### src/rtl/crt_pkg.sv
package crt_pkg;

	// configuration port geometry
	localparam int ADDR_W = 4;
	localparam int DATA_W = 32;

	// register indexes
	localparam logic [1:0] REG_ACK_TIMEOUT = 2'd0;
	localparam logic [1:0] REG_RETRY_BASE  = 2'd1;
	localparam logic [1:0] REG_BACKOFF_CAP = 2'd2;
	localparam logic [1:0] REG_RETRY_LIMIT = 2'd3;

	// register reset values
	localparam logic [15:0] RST_ACK_TIMEOUT = 16'd5000;
	localparam logic [13:0] RST_RETRY_BASE  = 14'd1000;
	localparam logic [15:0] RST_BACKOFF_CAP = 16'd16000;
	localparam logic [3:0]  RST_RETRY_LIMIT = 4'd5;

	// highest retry count
	localparam logic [3:0] RETRY_MAX = 4'd15;

	// action codes
	localparam logic [2:0] ACT_ADD     = 3'd0;
	localparam logic [2:0] ACT_FETCH   = 3'd1;
	localparam logic [2:0] ACT_MARK    = 3'd2;
	localparam logic [2:0] ACT_ACK     = 3'd3;
	localparam logic [2:0] ACT_CLEAR   = 3'd4;
	localparam logic [2:0] ACT_TIMEOUT = 3'd5;
	localparam logic [2:0] ACT_RETRY   = 3'd6;
	localparam logic [2:0] ACT_REMOVE  = 3'd7;

	// status codes
	localparam logic [2:0] STAT_DONE    = 3'd0;
	localparam logic [2:0] STAT_DUP     = 3'd1;
	localparam logic [2:0] STAT_FREE    = 3'd2;
	localparam logic [2:0] STAT_EVICT   = 3'd3;
	localparam logic [2:0] STAT_ACKED   = 3'd4;
	localparam logic [2:0] STAT_NOMATCH = 3'd5;
	localparam logic [2:0] STAT_NONE    = 3'd6;

	typedef struct packed {
		logic [15:0] ack_wait_ms;
		logic [13:0] retry_base_ms;
		logic [15:0] backoff_cap_ms;
		logic [3:0]  retry_limit;
	} cfg_t;

	typedef struct packed {
		logic [2:0]  action;
		logic [7:0]  node;
		logic [47:0] command;
		logic [3:0]  slot;
		logic [47:0] now_ms;
	} item_t;

	typedef struct packed {
		logic [2:0]  status;
		logic        found;
		logic [3:0]  found_slot;
		logic [7:0]  found_node;
		logic [47:0] found_command;
		logic [3:0]  found_retries;
		logic [4:0]  node_pending;
		logic [4:0]  total_pending;
		logic [4:0]  dropped;
	} result_t;

	// one table entry as held in the store
	typedef struct packed {
		logic [7:0]  node;
		logic [47:0] command;
		logic [3:0]  retries;
		logic [47:0] next_retry;
		logic [47:0] sent_at;
	} rec_t;

	typedef enum logic [1:0] {
		ST_IDLE,
		ST_SCAN,
		ST_FIN
	} state_t;

endpackage

### src/rtl/crt_regs.sv
module crt_regs import crt_pkg::*; (
	input  logic                     clk,
	input  logic                     arst_n,
	input  logic                     psel,
	input  logic                     penable,
	input  logic                     pwrite,
	input  logic [ADDR_W-1:0]        paddr,
	input  logic [DATA_W-1:0]        pwdata,
	output logic [DATA_W-1:0]        prdata,
	output logic                     pready,
	output cfg_t                     cfg
);

	cfg_t cfg_q;
	logic wr_en;

	assign pready = 1'b1;
	assign wr_en  = psel & penable & pwrite;
	assign cfg    = cfg_q;

	// register writes
	always_ff @(posedge clk or negedge arst_n) begin
		if (!arst_n) begin
			cfg_q.ack_wait_ms    <= RST_ACK_TIMEOUT;
			cfg_q.retry_base_ms  <= RST_RETRY_BASE;
			cfg_q.backoff_cap_ms <= RST_BACKOFF_CAP;
			cfg_q.retry_limit    <= RST_RETRY_LIMIT;
		end else if (wr_en) begin
			case (paddr[3:2])
				REG_ACK_TIMEOUT: cfg_q.ack_wait_ms    <= pwdata[15:0];
				REG_RETRY_BASE:  cfg_q.retry_base_ms  <= pwdata[13:0];
				REG_BACKOFF_CAP: cfg_q.backoff_cap_ms <= pwdata[15:0];
				REG_RETRY_LIMIT: cfg_q.retry_limit    <= pwdata[3:0];
				default: ;
			endcase
		end
	end

	// read back
	always_comb begin
		case (paddr[3:2])
			REG_ACK_TIMEOUT: prdata = {16'd0, cfg_q.ack_wait_ms};
			REG_RETRY_BASE:  prdata = {18'd0, cfg_q.retry_base_ms};
			REG_BACKOFF_CAP: prdata = {16'd0, cfg_q.backoff_cap_ms};
			REG_RETRY_LIMIT: prdata = {28'd0, cfg_q.retry_limit};
			default:         prdata = '0;
		endcase
	end

endmodule

### src/rtl/crt_store.sv
module crt_store import crt_pkg::*; #(
	parameter int DEPTH = 16,
	parameter int IW    = 4
) (
	input  logic          clk,
	input  logic          we,
	input  logic [IW-1:0] waddr,
	input  rec_t          wdata,
	input  logic          re,
	input  logic [IW-1:0] raddr,
	output rec_t          rdata
);

	rec_t mem [DEPTH];
	rec_t rdata_q;

	assign rdata = rdata_q;

	// write port
	always_ff @(posedge clk) begin
		if (we) begin
			mem[waddr] <= wdata;
		end
	end

	// registered read port
	always_ff @(posedge clk) begin
		if (re) begin
			rdata_q <= mem[raddr];
		end
	end

endmodule

### src/rtl/command_retry_table.sv
// Pending command table with acknowledgement retry handling.
// Item channel: drive item and raise start; the item is taken at a clock
// edge where start is high and busy is low. One item is worked at a time.
// Result channel: every item gives one result on result, shown for exactly
// one cycle with result_valid high; the receiver cannot stall it.
// Busy drops in the cycle the result is shown, so a new item can be taken
// while the result is shown, but not before. The scan reads each slot of
// the entry store once through its single read port, checks it in stage 1
// and writes it back from the stage 2 registers.
// Configuration: APB-style port, four registers at byte addresses 0, 4, 8
// and 12; pready is always high; write only while busy is low.
// Reset: arst_n clears all pending and waiting flags at once and restores
// the register defaults; the store contents are don't-care until written.
module command_retry_table import crt_pkg::*; #(
	parameter int SLOTS = 16
) (
	input  logic              clk,
	input  logic              arst_n,
	input  logic              start,
	output logic              busy,
	input  item_t             item,
	output logic              result_valid,
	output result_t           result,
	input  logic              psel,
	input  logic              penable,
	input  logic              pwrite,
	input  logic [ADDR_W-1:0] paddr,
	input  logic [DATA_W-1:0] pwdata,
	output logic [DATA_W-1:0] prdata,
	output logic              pready
);

	localparam int IW = (SLOTS > 1) ? $clog2(SLOTS) : 1;
	localparam int CW = $clog2(SLOTS + 1);
	localparam logic [IW:0] SLOTS_C = (IW + 1)'(SLOTS);
	localparam logic [IW-1:0] LAST_IDX = IW'(SLOTS - 1);

	cfg_t   cfg;
	state_t state_q, state_nx;
	item_t  item_q;

	logic          issue, fin;
	logic [IW:0]   rd_cnt_q;
	logic [SLOTS-1:0] pend_q, wait_q;

	// store ports
	logic          mem_we;
	logic [IW-1:0] mem_waddr;
	rec_t          mem_wdata;
	rec_t          rd_rec;

	// stage 1 and 2 control
	logic          s1_valid_s1;
	logic [IW-1:0] idx_s1;
	logic          s2_valid_s2;
	logic [IW-1:0] idx_s2;
	rec_t          rec_s2;
	logic          new_pend_s2, new_wait_s2, timed_s2, markw_s2, drop_s2;
	logic [3:0]    new_ret_s2;
	logic [15:0]   delay_s2;

	// stage 1 decisions
	logic          pend_c, wait_c, nmatch_c, cmatch_c, tmo_c, drop_c;
	logic          new_pend_c, new_wait_c, timed_c, markw_c;
	logic [3:0]    new_ret_c;
	logic [28:0]   shifted_c;
	logic [15:0]   delay_c;
	logic [47:0]   elapsed_c;
	logic          slot_hit_c, take_sel_c;

	// scan accumulators
	logic          dup_q, free_q, min_any_q, min_nmatch_q, ack_q, ok_q, sel_q;
	logic [IW-1:0] dup_idx_q, free_idx_q, min_idx_q, ack_idx_q, sel_idx_q;
	logic [47:0]   min_nr_q, sel_nr_q;
	logic [7:0]    sel_node_q;
	logic [47:0]   sel_cmd_q;
	logic [3:0]    sel_ret_q;
	logic [CW-1:0] tot_q, npend_q, drop_cnt_q;

	// finish step
	logic          fill_c;
	logic [IW-1:0] fill_idx_c;
	result_t       res_c, result_q;
	logic          result_valid_q;

	crt_regs u_regs (
		.clk     (clk),
		.arst_n  (arst_n),
		.psel    (psel),
		.penable (penable),
		.pwrite  (pwrite),
		.paddr   (paddr),
		.pwdata  (pwdata),
		.prdata  (prdata),
		.pready  (pready),
		.cfg     (cfg)
	);

	crt_store #(
		.DEPTH (SLOTS),
		.IW    (IW)
	) u_store (
		.clk   (clk),
		.we    (mem_we),
		.waddr (mem_waddr),
		.wdata (mem_wdata),
		.re    (issue),
		.raddr (rd_cnt_q[IW-1:0]),
		.rdata (rd_rec)
	);

	// sequencer state
	always_ff @(posedge clk or negedge arst_n) begin
		if (!arst_n) begin
			state_q <= ST_IDLE;
		end else begin
			state_q <= state_nx;
		end
	end

	// next state
	always_comb begin
		state_nx = state_q;
		case (state_q)
			ST_IDLE: if (start) state_nx = ST_SCAN;
			ST_SCAN: if (s2_valid_s2 && idx_s2 == LAST_IDX) state_nx = ST_FIN;
			ST_FIN:  state_nx = ST_IDLE;
			default: state_nx = ST_IDLE;
		endcase
	end

	// sequencer outputs
	always_comb begin
		busy  = (state_q != ST_IDLE);
		issue = (state_q == ST_SCAN) && (rd_cnt_q < SLOTS_C);
		fin   = (state_q == ST_FIN);
	end

	// item latch and read counter
	always_ff @(posedge clk or negedge arst_n) begin
		if (!arst_n) begin
			rd_cnt_q <= '0;
		end else if (state_q == ST_IDLE && start) begin
			rd_cnt_q <= '0;
		end else if (issue) begin
			rd_cnt_q <= rd_cnt_q + (IW + 1)'(1);
		end
	end

	always_ff @(posedge clk) begin
		if (state_q == ST_IDLE && start) begin
			item_q <= item;
		end
	end

	// pipeline valids
	always_ff @(posedge clk or negedge arst_n) begin
		if (!arst_n) begin
			s1_valid_s1 <= 1'b0;
			s2_valid_s2 <= 1'b0;
		end else begin
			s1_valid_s1 <= issue;
			s2_valid_s2 <= s1_valid_s1;
		end
	end

	always_ff @(posedge clk) begin
		idx_s1 <= rd_cnt_q[IW-1:0];
	end

	// stage 1: per-entry check on the read data
	always_comb begin
		pend_c     = pend_q[idx_s1];
		wait_c     = wait_q[idx_s1];
		nmatch_c   = (rd_rec.node == item_q.node);
		cmatch_c   = (rd_rec.command == item_q.command);
		elapsed_c  = item_q.now_ms - rd_rec.sent_at;
		tmo_c      = pend_c && wait_c && (rd_rec.sent_at != '0) &&
		             (elapsed_c >= {32'd0, cfg.ack_wait_ms});
		new_ret_c  = (rd_rec.retries == RETRY_MAX) ? RETRY_MAX : rd_rec.retries + 4'd1;
		shifted_c  = 29'(cfg.retry_base_ms) << (new_ret_c - 4'd1);
		delay_c    = (shifted_c > {13'd0, cfg.backoff_cap_ms}) ?
		             cfg.backoff_cap_ms : shifted_c[15:0];
		drop_c     = (new_ret_c >= cfg.retry_limit);
		slot_hit_c = (32'(item_q.slot) == 32'(idx_s1)) && pend_c;
		new_pend_c = pend_c;
		new_wait_c = wait_c;
		timed_c    = 1'b0;
		markw_c    = 1'b0;
		take_sel_c = 1'b0;
		case (item_q.action)
			ACT_FETCH: begin
				take_sel_c = pend_c && nmatch_c && !wait_c &&
				             (!sel_q || rd_rec.next_retry < sel_nr_q);
			end
			ACT_MARK: begin
				if (slot_hit_c) begin
					new_wait_c = 1'b1;
					markw_c    = 1'b1;
				end
			end
			ACT_REMOVE: begin
				if (slot_hit_c) begin
					new_pend_c = 1'b0;
					new_wait_c = 1'b0;
				end
			end
			ACT_ACK: begin
				if (pend_c && nmatch_c && cmatch_c && !ack_q) begin
					new_pend_c = 1'b0;
					new_wait_c = 1'b0;
				end
			end
			ACT_CLEAR: begin
				if (pend_c && nmatch_c) new_pend_c = 1'b0;
			end
			ACT_TIMEOUT, ACT_RETRY: begin
				if (tmo_c) begin
					timed_c    = 1'b1;
					new_wait_c = 1'b0;
					new_pend_c = !drop_c;
				end else if (item_q.action == ACT_RETRY) begin
					take_sel_c = pend_c && !wait_c &&
					             (item_q.now_ms >= rd_rec.next_retry) &&
					             (!sel_q || rd_rec.next_retry < sel_nr_q);
				end
			end
			default: ;
		endcase
	end

	// stage 1 accumulators
	always_ff @(posedge clk or negedge arst_n) begin
		if (!arst_n) begin
			dup_q     <= 1'b0;
			free_q    <= 1'b0;
			min_any_q <= 1'b0;
			ack_q     <= 1'b0;
			ok_q      <= 1'b0;
			sel_q     <= 1'b0;
		end else if (state_q == ST_IDLE && start) begin
			dup_q     <= 1'b0;
			free_q    <= 1'b0;
			min_any_q <= 1'b0;
			ack_q     <= 1'b0;
			ok_q      <= 1'b0;
			sel_q     <= 1'b0;
		end else if (s1_valid_s1) begin
			if (item_q.action == ACT_ADD && pend_c && nmatch_c && cmatch_c) dup_q <= 1'b1;
			if (!pend_c) free_q <= 1'b1;
			min_any_q <= 1'b1;
			if (item_q.action == ACT_ACK && pend_c && nmatch_c && cmatch_c) ack_q <= 1'b1;
			if ((item_q.action == ACT_MARK || item_q.action == ACT_REMOVE) && slot_hit_c) begin
				ok_q <= 1'b1;
			end
			if (take_sel_c) sel_q <= 1'b1;
		end
	end

	always_ff @(posedge clk) begin
		if (s1_valid_s1) begin
			if (item_q.action == ACT_ADD && pend_c && nmatch_c && cmatch_c && !dup_q) begin
				dup_idx_q <= idx_s1;
			end
			if (!pend_c && !free_q) free_idx_q <= idx_s1;
			if (!min_any_q || rd_rec.next_retry < min_nr_q) begin
				min_idx_q    <= idx_s1;
				min_nr_q     <= rd_rec.next_retry;
				min_nmatch_q <= nmatch_c;
			end
			if (item_q.action == ACT_ACK && pend_c && nmatch_c && cmatch_c && !ack_q) begin
				ack_idx_q <= idx_s1;
			end
			if (take_sel_c) begin
				sel_idx_q  <= idx_s1;
				sel_nr_q   <= rd_rec.next_retry;
				sel_node_q <= rd_rec.node;
				sel_cmd_q  <= rd_rec.command;
				sel_ret_q  <= rd_rec.retries;
			end
		end
	end

	// stage 2 registers
	always_ff @(posedge clk) begin
		idx_s2      <= idx_s1;
		rec_s2      <= rd_rec;
		new_pend_s2 <= new_pend_c;
		new_wait_s2 <= new_wait_c;
		timed_s2    <= timed_c;
		markw_s2    <= markw_c;
		drop_s2     <= timed_c && drop_c;
		new_ret_s2  <= new_ret_c;
		delay_s2    <= delay_c;
	end

	// write back: stage 2 update or the fill of an add
	always_comb begin
		fill_c     = fin && item_q.action == ACT_ADD && !dup_q;
		fill_idx_c = free_q ? free_idx_q : min_idx_q;
		mem_wdata  = rec_s2;
		if (timed_s2) begin
			mem_wdata.retries    = new_ret_s2;
			mem_wdata.next_retry = item_q.now_ms + {32'd0, delay_s2};
			mem_wdata.sent_at    = '0;
		end
		if (markw_s2) mem_wdata.sent_at = item_q.now_ms;
		mem_we    = s2_valid_s2 && (timed_s2 || markw_s2);
		mem_waddr = idx_s2;
		if (fill_c) begin
			mem_we    = 1'b1;
			mem_waddr = fill_idx_c;
			mem_wdata = '{node: item_q.node, command: item_q.command,
			              retries: 4'd0, next_retry: 48'd0, sent_at: 48'd0};
		end
	end

	// entry flags
	always_ff @(posedge clk or negedge arst_n) begin
		if (!arst_n) begin
			pend_q <= '0;
			wait_q <= '0;
		end else if (fill_c) begin
			pend_q[fill_idx_c] <= 1'b1;
			wait_q[fill_idx_c] <= 1'b0;
		end else if (s2_valid_s2) begin
			pend_q[idx_s2] <= new_pend_s2;
			wait_q[idx_s2] <= new_wait_s2;
		end
	end

	// stage 2 counts
	always_ff @(posedge clk or negedge arst_n) begin
		if (!arst_n) begin
			tot_q      <= '0;
			npend_q    <= '0;
			drop_cnt_q <= '0;
		end else if (state_q == ST_IDLE && start) begin
			tot_q      <= '0;
			npend_q    <= '0;
			drop_cnt_q <= '0;
		end else if (s2_valid_s2) begin
			tot_q      <= tot_q + CW'(new_pend_s2);
			npend_q    <= npend_q + CW'(new_pend_s2 && rec_s2.node == item_q.node);
			drop_cnt_q <= drop_cnt_q + CW'(drop_s2);
		end
	end

	// result assembly
	always_comb begin
		res_c               = '0;
		res_c.total_pending = 5'(tot_q);
		res_c.node_pending  = 5'(npend_q);
		res_c.dropped       = 5'(drop_cnt_q);
		case (item_q.action)
			ACT_ADD: begin
				if (dup_q) begin
					res_c.status     = STAT_DUP;
					res_c.found_slot = 4'(dup_idx_q);
				end else if (free_q) begin
					res_c.status        = STAT_FREE;
					res_c.found_slot    = 4'(free_idx_q);
					res_c.total_pending = 5'(tot_q + CW'(1));
					res_c.node_pending  = 5'(npend_q + CW'(1));
				end else begin
					res_c.status       = STAT_EVICT;
					res_c.found_slot   = 4'(min_idx_q);
					res_c.node_pending = 5'(npend_q + CW'(!min_nmatch_q));
				end
			end
			ACT_FETCH, ACT_RETRY: begin
				res_c.status = sel_q ? STAT_DONE : STAT_NONE;
				if (sel_q) begin
					res_c.found         = 1'b1;
					res_c.found_slot    = 4'(sel_idx_q);
					res_c.found_node    = sel_node_q;
					res_c.found_command = sel_cmd_q;
					res_c.found_retries = sel_ret_q;
				end
			end
			ACT_MARK, ACT_REMOVE: begin
				res_c.status     = ok_q ? STAT_DONE : STAT_NOMATCH;
				res_c.found_slot = item_q.slot;
			end
			ACT_ACK: begin
				res_c.status     = ack_q ? STAT_ACKED : STAT_NOMATCH;
				res_c.found_slot = ack_q ? 4'(ack_idx_q) : 4'd0;
			end
			default: res_c.status = STAT_DONE;
		endcase
	end

	// result register
	always_ff @(posedge clk or negedge arst_n) begin
		if (!arst_n) begin
			result_valid_q <= 1'b0;
		end else begin
			result_valid_q <= fin;
		end
	end

	always_ff @(posedge clk) begin
		if (fin) result_q <= res_c;
	end

	assign result_valid = result_valid_q;
	assign result       = result_q;

`ifndef NO_ASSERTIONS
	a_result_after_fin: assert property (@(posedge clk) disable iff (!arst_n)
		result_valid |-> $past(state_q == ST_FIN))
		else $error("result shown without a finish step");

	a_stage2_in_scan: assert property (@(posedge clk) disable iff (!arst_n)
		s2_valid_s2 |-> state_q == ST_SCAN)
		else $error("stage 2 active outside the scan");

	a_fill_only_add: assert property (@(posedge clk) disable iff (!arst_n)
		(fin && mem_we) |-> item_q.action == ACT_ADD)
		else $error("fill write for an action other than add");

	a_stage_idx_apart: assert property (@(posedge clk) disable iff (!arst_n)
		(s1_valid_s1 && s2_valid_s2) |-> idx_s1 != idx_s2)
		else $error("read and write back on the same slot");
`endif

endmodule
### config.mk
export PLATFORM = sky130hd
export DESIGN_NAME = command_retry_table
export DESIGN_NICKNAME = d
export VERILOG_FILES = /design/src/rtl/crt_pkg.sv /design/src/rtl/crt_regs.sv /design/src/rtl/crt_store.sv /design/src/rtl/command_retry_table.sv
export SDC_FILE = /design/constraint.sdc
export NUM_CORES = 2
export LEC_CHECK = 0
export BUFFER_PORTS_ARGS = -buffer_cell sky130_fd_sc_hd__buf_2
export CAP_MARGIN = 20
export CORE_MARGIN = 3
export CORE_UTILIZATION = 60
export DETAILED_ROUTE_END_ITERATION = 12
export GPL_ROUTABILITY_DRIVEN = 1
export HOLD_SLACK_MARGIN = 0.03
export PLACE_DENSITY = 0.82
export SLEW_MARGIN = 20
export SYNTH_ARGS = -nofsm -noshare
export SYNTH_HDL_FRONTEND = slang
export SYNTH_SLANG_ARGS = --single-unit
### constraint.sdc
create_clock -name clk -period 24.7 [get_ports clk]
set_clock_uncertainty 0.05 [all_clocks]
set_input_delay 4.94 -clock clk [delete_from_list [all_inputs] [get_ports clk]]
set_output_delay 4.94 -clock clk [all_outputs]
set_load 0.02 [all_outputs]
# After elaboration in Yosys (flattened, before gate mapping)

Memory sizes are Yosys's and may differ from the RTL's. A register that Yosys moved wholly into a read port is not among the register bits.
Index checks and enable logic that the tools add are counted.

Add/subtract/negate cells: 11
$lt $le $gt $ge: 12
Equality and inequality tests: 21
Shifts and indexed selects: 1
Multiplexer cells: 83
Bitwise operators: 5
Reductions and logical operators: 77

Operators by type and width:

| cell               | number |
|---|---|
| $mux 156           | 1 |
| $pmux 32 s4        | 1 |
| $mux 100           | 1 |
| $lt 48x48->1       | 2 |
| $mux 16            | 5 |
| $mux 65            | 1 |
| $mux 5             | 10 |
| $add 48x16->48     | 1 |
| $eq 48x48->1       | 1 |
| $ge 48x16->1       | 1 |
| $ge 48x48->1       | 1 |
| $mux 48            | 1 |
| $reduce_bool 48->1 | 1 |
| $sub 48x48->48     | 1 |
| $mux 1             | 39 |
| $bwmux 16          | 2 |
| $logic_and 1x1->1  | 32 |
| $reduce_and 2->1   | 16 |
| $gt 29x16->1       | 1 |
| $shl 14x4->29      | 1 |
| $add 5x1->5        | 4 |
| $mux 10            | 2 |
| $mux 4             | 5 |
| $reduce_bool 2->1  | 9 |
| other kinds (35)   | 71 |

Bits in registers: 673
RAM bits: 2,496
Memories: 1

Memories:

| memory      | words | bits a word | read ports | clocked after Yosys merged registers in | write ports | RTL line        | text |
|---|---|---|---|---|---|---|---|
| u_store.mem | 16    | 156         | 1          | 1                                       | 1           | crt_store.sv:14 | `rec_t mem [DEPTH];` |

# Depth between registers and ports, before layout

Depth after elaboration: 12
Depth in mapped cells: 23
Mapped depth without buffers: 20

# Cells and area by module

From an unflattened synthesis, not the netlist that was laid out.

Cell total of the unflattened synthesis: 7,289
Area total of the unflattened synthesis: 132,692.3 µm²

Modules (own cells, without submodules):

| module              | times used | cells each | area each (µm²) |
|---|---|---|---|
| crt_store           | 1          | 4,086      | 98,425.6 |
| command_retry_table | 1          | 3,028      | 31,800.5 |
| crt_regs            | 1          | 175        | 2,466.1 |

# Least setup slack after synthesis

Ideal clock, no wire load.

Kind: reg2reg
From: reg state_q[0]
To: mem u_store.mem[14][0] in the netlist's numbering (enable)
Library setup time: 0.674 ns
Arrival: 12.160 ns
Required time: 23.976 ns
Setup slack: 11.816 ns
Cell stages (with the launch flop): 7
Clock period less this slack: 12.884 ns
Cell sequence: dfrtp_1 nor2b_1 nand2_1 clkbuf_1 o21ai_0 nand2_1 nor2_1

Longest elaborated chain between the ends: 6
Elaborated cells between the ends (all ways): 7
Classes of those cells: eq/ne (1); mux (4); reduce/logical (2)

Ends and longest elaborated chain:

| item                             | RTL line                   | text |
|---|---|---|
| from (decl)                      | command_retry_table.sv:39  | `state_t state_q, state_nx;` |
| from (signal assigned)           | command_retry_table.sv:117 | `state_q <= state_nx;` |
| $eq 2x2->1 *                     | command_retry_table.sv:136 | `fin = (state_q == ST_FIN);` |
| via fin                          | command_retry_table.sv:42  | `logic issue, fin;` |
| $logic_and 1x1->1 * (2 in a row) | command_retry_table.sv:299 | `fill_c = fin && item_q.action == ACT_ADD && !dup_q;` |
| $mux 1                           | command_retry_table.sv:310 | `if (fill_c) begin` |
| $mux 1                           | crt_store.sv:21            | `if (we) begin` |
| $mux 1 (implied by the code)     | crt_store.sv:22            | `mem[waddr] <= wdata;` |
| to (decl)                        | crt_store.sv:14            |  |

The timed path passes the listed nets; every way through them passes the cells marked *.

# Worst setup path in the final report

From: in paddr[3]
To: out prdata[12]

Longest elaborated chain between the ends: 2
Elaborated cells between the ends (all ways): 5
Classes of those cells: eq/ne (3); mux (1); reduce/logical (1)

Ends and longest elaborated chain:

| item                               | RTL line                  | text |
|---|---|---|
| from (decl)                        | command_retry_table.sv:27 | `input logic [ADDR_W-1:0] paddr,` |
| $eq 2x2->1 (tied with other cells) | crt_regs.sv:41            | `case (paddr[3:2])` |
| $pmux 32 s4 *                      | crt_regs.sv:41            |  |
| to (decl)                          | command_retry_table.sv:29 | `output logic [DATA_W-1:0] prdata,` |

Every way passes the cells marked *; elsewhere a longest branch is shown, timed or not. The select of a mux whose other input is x is not followed.

==> metrics.txt <==
# clock sinks 3,325; top_reg_cell synth edfxtp_1; average cell area after synthesis 19.3 um^2; Synth cell types 90; CTS Buf Count around 330; Final WS setup 13,380 ps; largest net degree at the start of global routing approximately 140; First DRT Iteration DRCs ~11,000; io pins 271; vias in the first global route between 70,000 and 80,000; final critical-path required period about 11,000 ps; f_max roughly 88 MHz; per-cell routed wire length roughly 36 um; Async SR Flop Fraction 0.0340; CTS tree built; clk buf depth 4; Worst-Margin Slew 1220 ps; Required @ worst endpoint around 20,000 ps; number of I/O port buffers 235; largest family of logic cells by synthesized area multiplexers; Layout Cells excl Fill 10,400; Mapped Area around 130,000 um^2; post-synthesis sequential area ratio 0.737; Post-CTS Hold Buffers 0; final hold violations 0; period utilization 0.458; Post-Synth XOR/XNOR Area 0.0104; CP Max Fanout 21; cts repair resizes 0; Die Y between 400 and 500 um; Startpoint Class input port; CTS HTree Levels 5; number of flops mapped to enable cells by yosys roughly 3,000; post-synthesis mux area share 0.145; final hold slack between 300 and 400 ps; final WL roughly 370,000 um; worst hold path class reg2reg; Max VDD drop between 100 and 150 uV; dpl ws ~13,000 ps; Antenna Nets Post-Route 0; Seq. cell area just under 100,000 um^2; total gr overflow 0; Area growth, synth to finish 12.0%; RSZ-0062 raised after global routing false; Row Count between 150 and 200; Initial Util 0.606; max-slew violation total from the final report 0; leakage between 0.05 and 0.06 uW; MaxCap Viol Count 0; Pwr Density 125 nW/um^2; initial antenna violation count 12; area fraction in compound gates after synthesis 0.0317; Clk pin slew, worst setup/hold paths about 60 ps; Ys Warns 0; first-pass GRT wire length 528,000 um; register bit total from synthesis ~3,300; Setup TNS 0 ps; critical path class in2out; Root Driver clkbuf_16; synthesized-area fraction occupied by adder cells 0.0243; core area 218,000 um^2; fin nets ~7,700; fill count 12,500; simple-gate share of the synthesized area 0.0341; Inst Count DP 9,769; Die W 475 um; setup bufs post-CTS 0; layout cells sized above 1 0.238; Slew HR 0.185; # DRC 0; Multi-input gate area between 30,000 and 40,000 um^2; outcome finished, final reports clean; DPL Wire Length 184,000 um; Finish-stage setup viols 0; Synth Instances 6,853; First-pass DRT Iterations 6; GRT Total Usage 0.329; Routability Congestion roughly 0.94; Worst-Skew Late Latency 980 ps; Die Footprint roughly 230,000 um^2; routed vias/inst ~7; WP data arrival 6330 ps; Setup crit end kind output pin; Vias 73,300
==> Yosys cell counts, types with 15 or more instances <==
library cell	instances	area share
edfxtp_1	3023	0.69
mux4_2	790	0.13
nand2_1	375	0.011
inv_1	260	0.0074
ha_1	253	0.024
clkbuf_1	234	0.0066
nor2_1	215	0.0061
o21ai_0	204	0.0077
dfxtp_1	189	0.029
a21oi_1	161	0.0061
xnor2_1	107	0.0071
dfrtp_1	94	0.018
mux2i_1	85	0.0064
nand4_1	85	0.0040
a21o_1	73	0.0041
and2_1	69	0.0033
a22oi_1	50	0.0028
xor2_1	50	0.0033
buf_1	45	0.0013
nand3_1	44	0.0017
mux2_2	43	0.0037
nor3_1	40	0.0015
nor4_1	30	0.0014
nor2b_1	26	0.0012
and3_1	22	0.0010
dfstp_2	19	0.0038
nand2b_1	19	0.00090
o21a_1	19	0.0011
a211oi_1	18	0.0010
buf_4	18	0.0010
a31oi_1	17	0.00080
o211ai_1	15	0.00085
==> final timing paths <==
path                              startpoint      endpoint  slack (ps)  cells past startpoint
max                                 paddr[3]    prdata[12]       13380                      5
min                        u_store.rdata[11]    rec_s2[11]         350                      0
max reg2reg                u_store.rdata[96]  delay_s2[12]       18170                     21
min reg2reg                u_store.rdata[11]    rec_s2[11]         350                      0
max in group asynchronous             arst_n   rd_cnt_q[0]       19090                      2
min in group asynchronous             arst_n      tot_q[3]        4070                      1
==> worst max-delay path, cell delays in order <==
cell and delay [ps]:
buf_2 350, nor2b_1 640, nand2_1 100, o21ai_0 100, buf_2 200
==> layout by cell type, fill, tap and decap left out, types with 44 or more instances in the layout <==
cell type	n
edfxtp_1	3023
mux4_2	790
nand2_1	374
clkbuf_16	341
inv_1	260
ha_1	253
buf_2	234
o21ai_0	204
nor2_1	196
dfxtp_1	187
a21oi_1	147
xnor2_1	106
buf_4	104
dfrtp_1	90
mux2i_1	85
nand4_1	85
a21o_1	73
and2_1	68
clkbuf_1	67
clkinv_2	61
xor2_1	50
a22oi_1	50
nand3_1	44
==> metal layers <==
layer / global-route usage / up-vias / routed length, um
met1: 0.434 / 37500 / 124000
met5: 0 / - / 13
met4: 0.173 / 2 / 21900
met3: 0.0680 / 1198 / 43900
li1: - / 28300 / -
met2: 0.526 / 6312 / 180000
==> registers in the layout, summed over array words and instances, names as in the netlist, 8 cells and up <==
name and flops:
sel_node_q 8, delay_s2 16, rec_s2 156, sel_nr_q 48, pend_q 16, min_nr_q 48, u_regs.cfg 50, sel_cmd_q 48
wait_q 16, item_q 111, u_store.rdata 156, u_store.mem 2496, result 83
==> per-stage QoR <==
| stage | util | area (um^2) | total power (uW) |
|---|---|---|---|
| after floorplan | - | 132000 | 11700 |
| after global placement | 0.629 | 137000 | 13000 |
| after detailed placement | 0.629 | 137000 | 13200 |
| after CTS | 0.678 | 148000 | 18500 |
| after global routing | 0.679 | 148000 | 19200 |
| final | 0.679 | 148000 | 18600 |
==> cell type report <==
type                            count  area share
Antenna cell                       27    0.000456
Clock buffer                      437      0.0620
Clock inverter                    156      0.0110
Tap cell                         2854      0.0241
Multi-Input combinational cell   2975       0.222
Inverter                          262     0.00664
Timing Repair Buffer              357      0.0158
Sequential cell                  3325       0.658
==> cells by family after synthesis <==
group / after synthesis
flops: 3325
fa+ha+maj: 255
simple gates: 965
compound gates: 659
buf+inv: 568
xor+xnor: 157
mux: 922
other cells: 2
==> power by group <==
group	internal [uW]	switching (uW)	leakage (uW)
clock network	2950	2170	0.00529
registers	7460	555	0.0303
logic	2210	3210	0.0145
total	12600	5930	0.0501
Power figures use the tool's default switching activity.
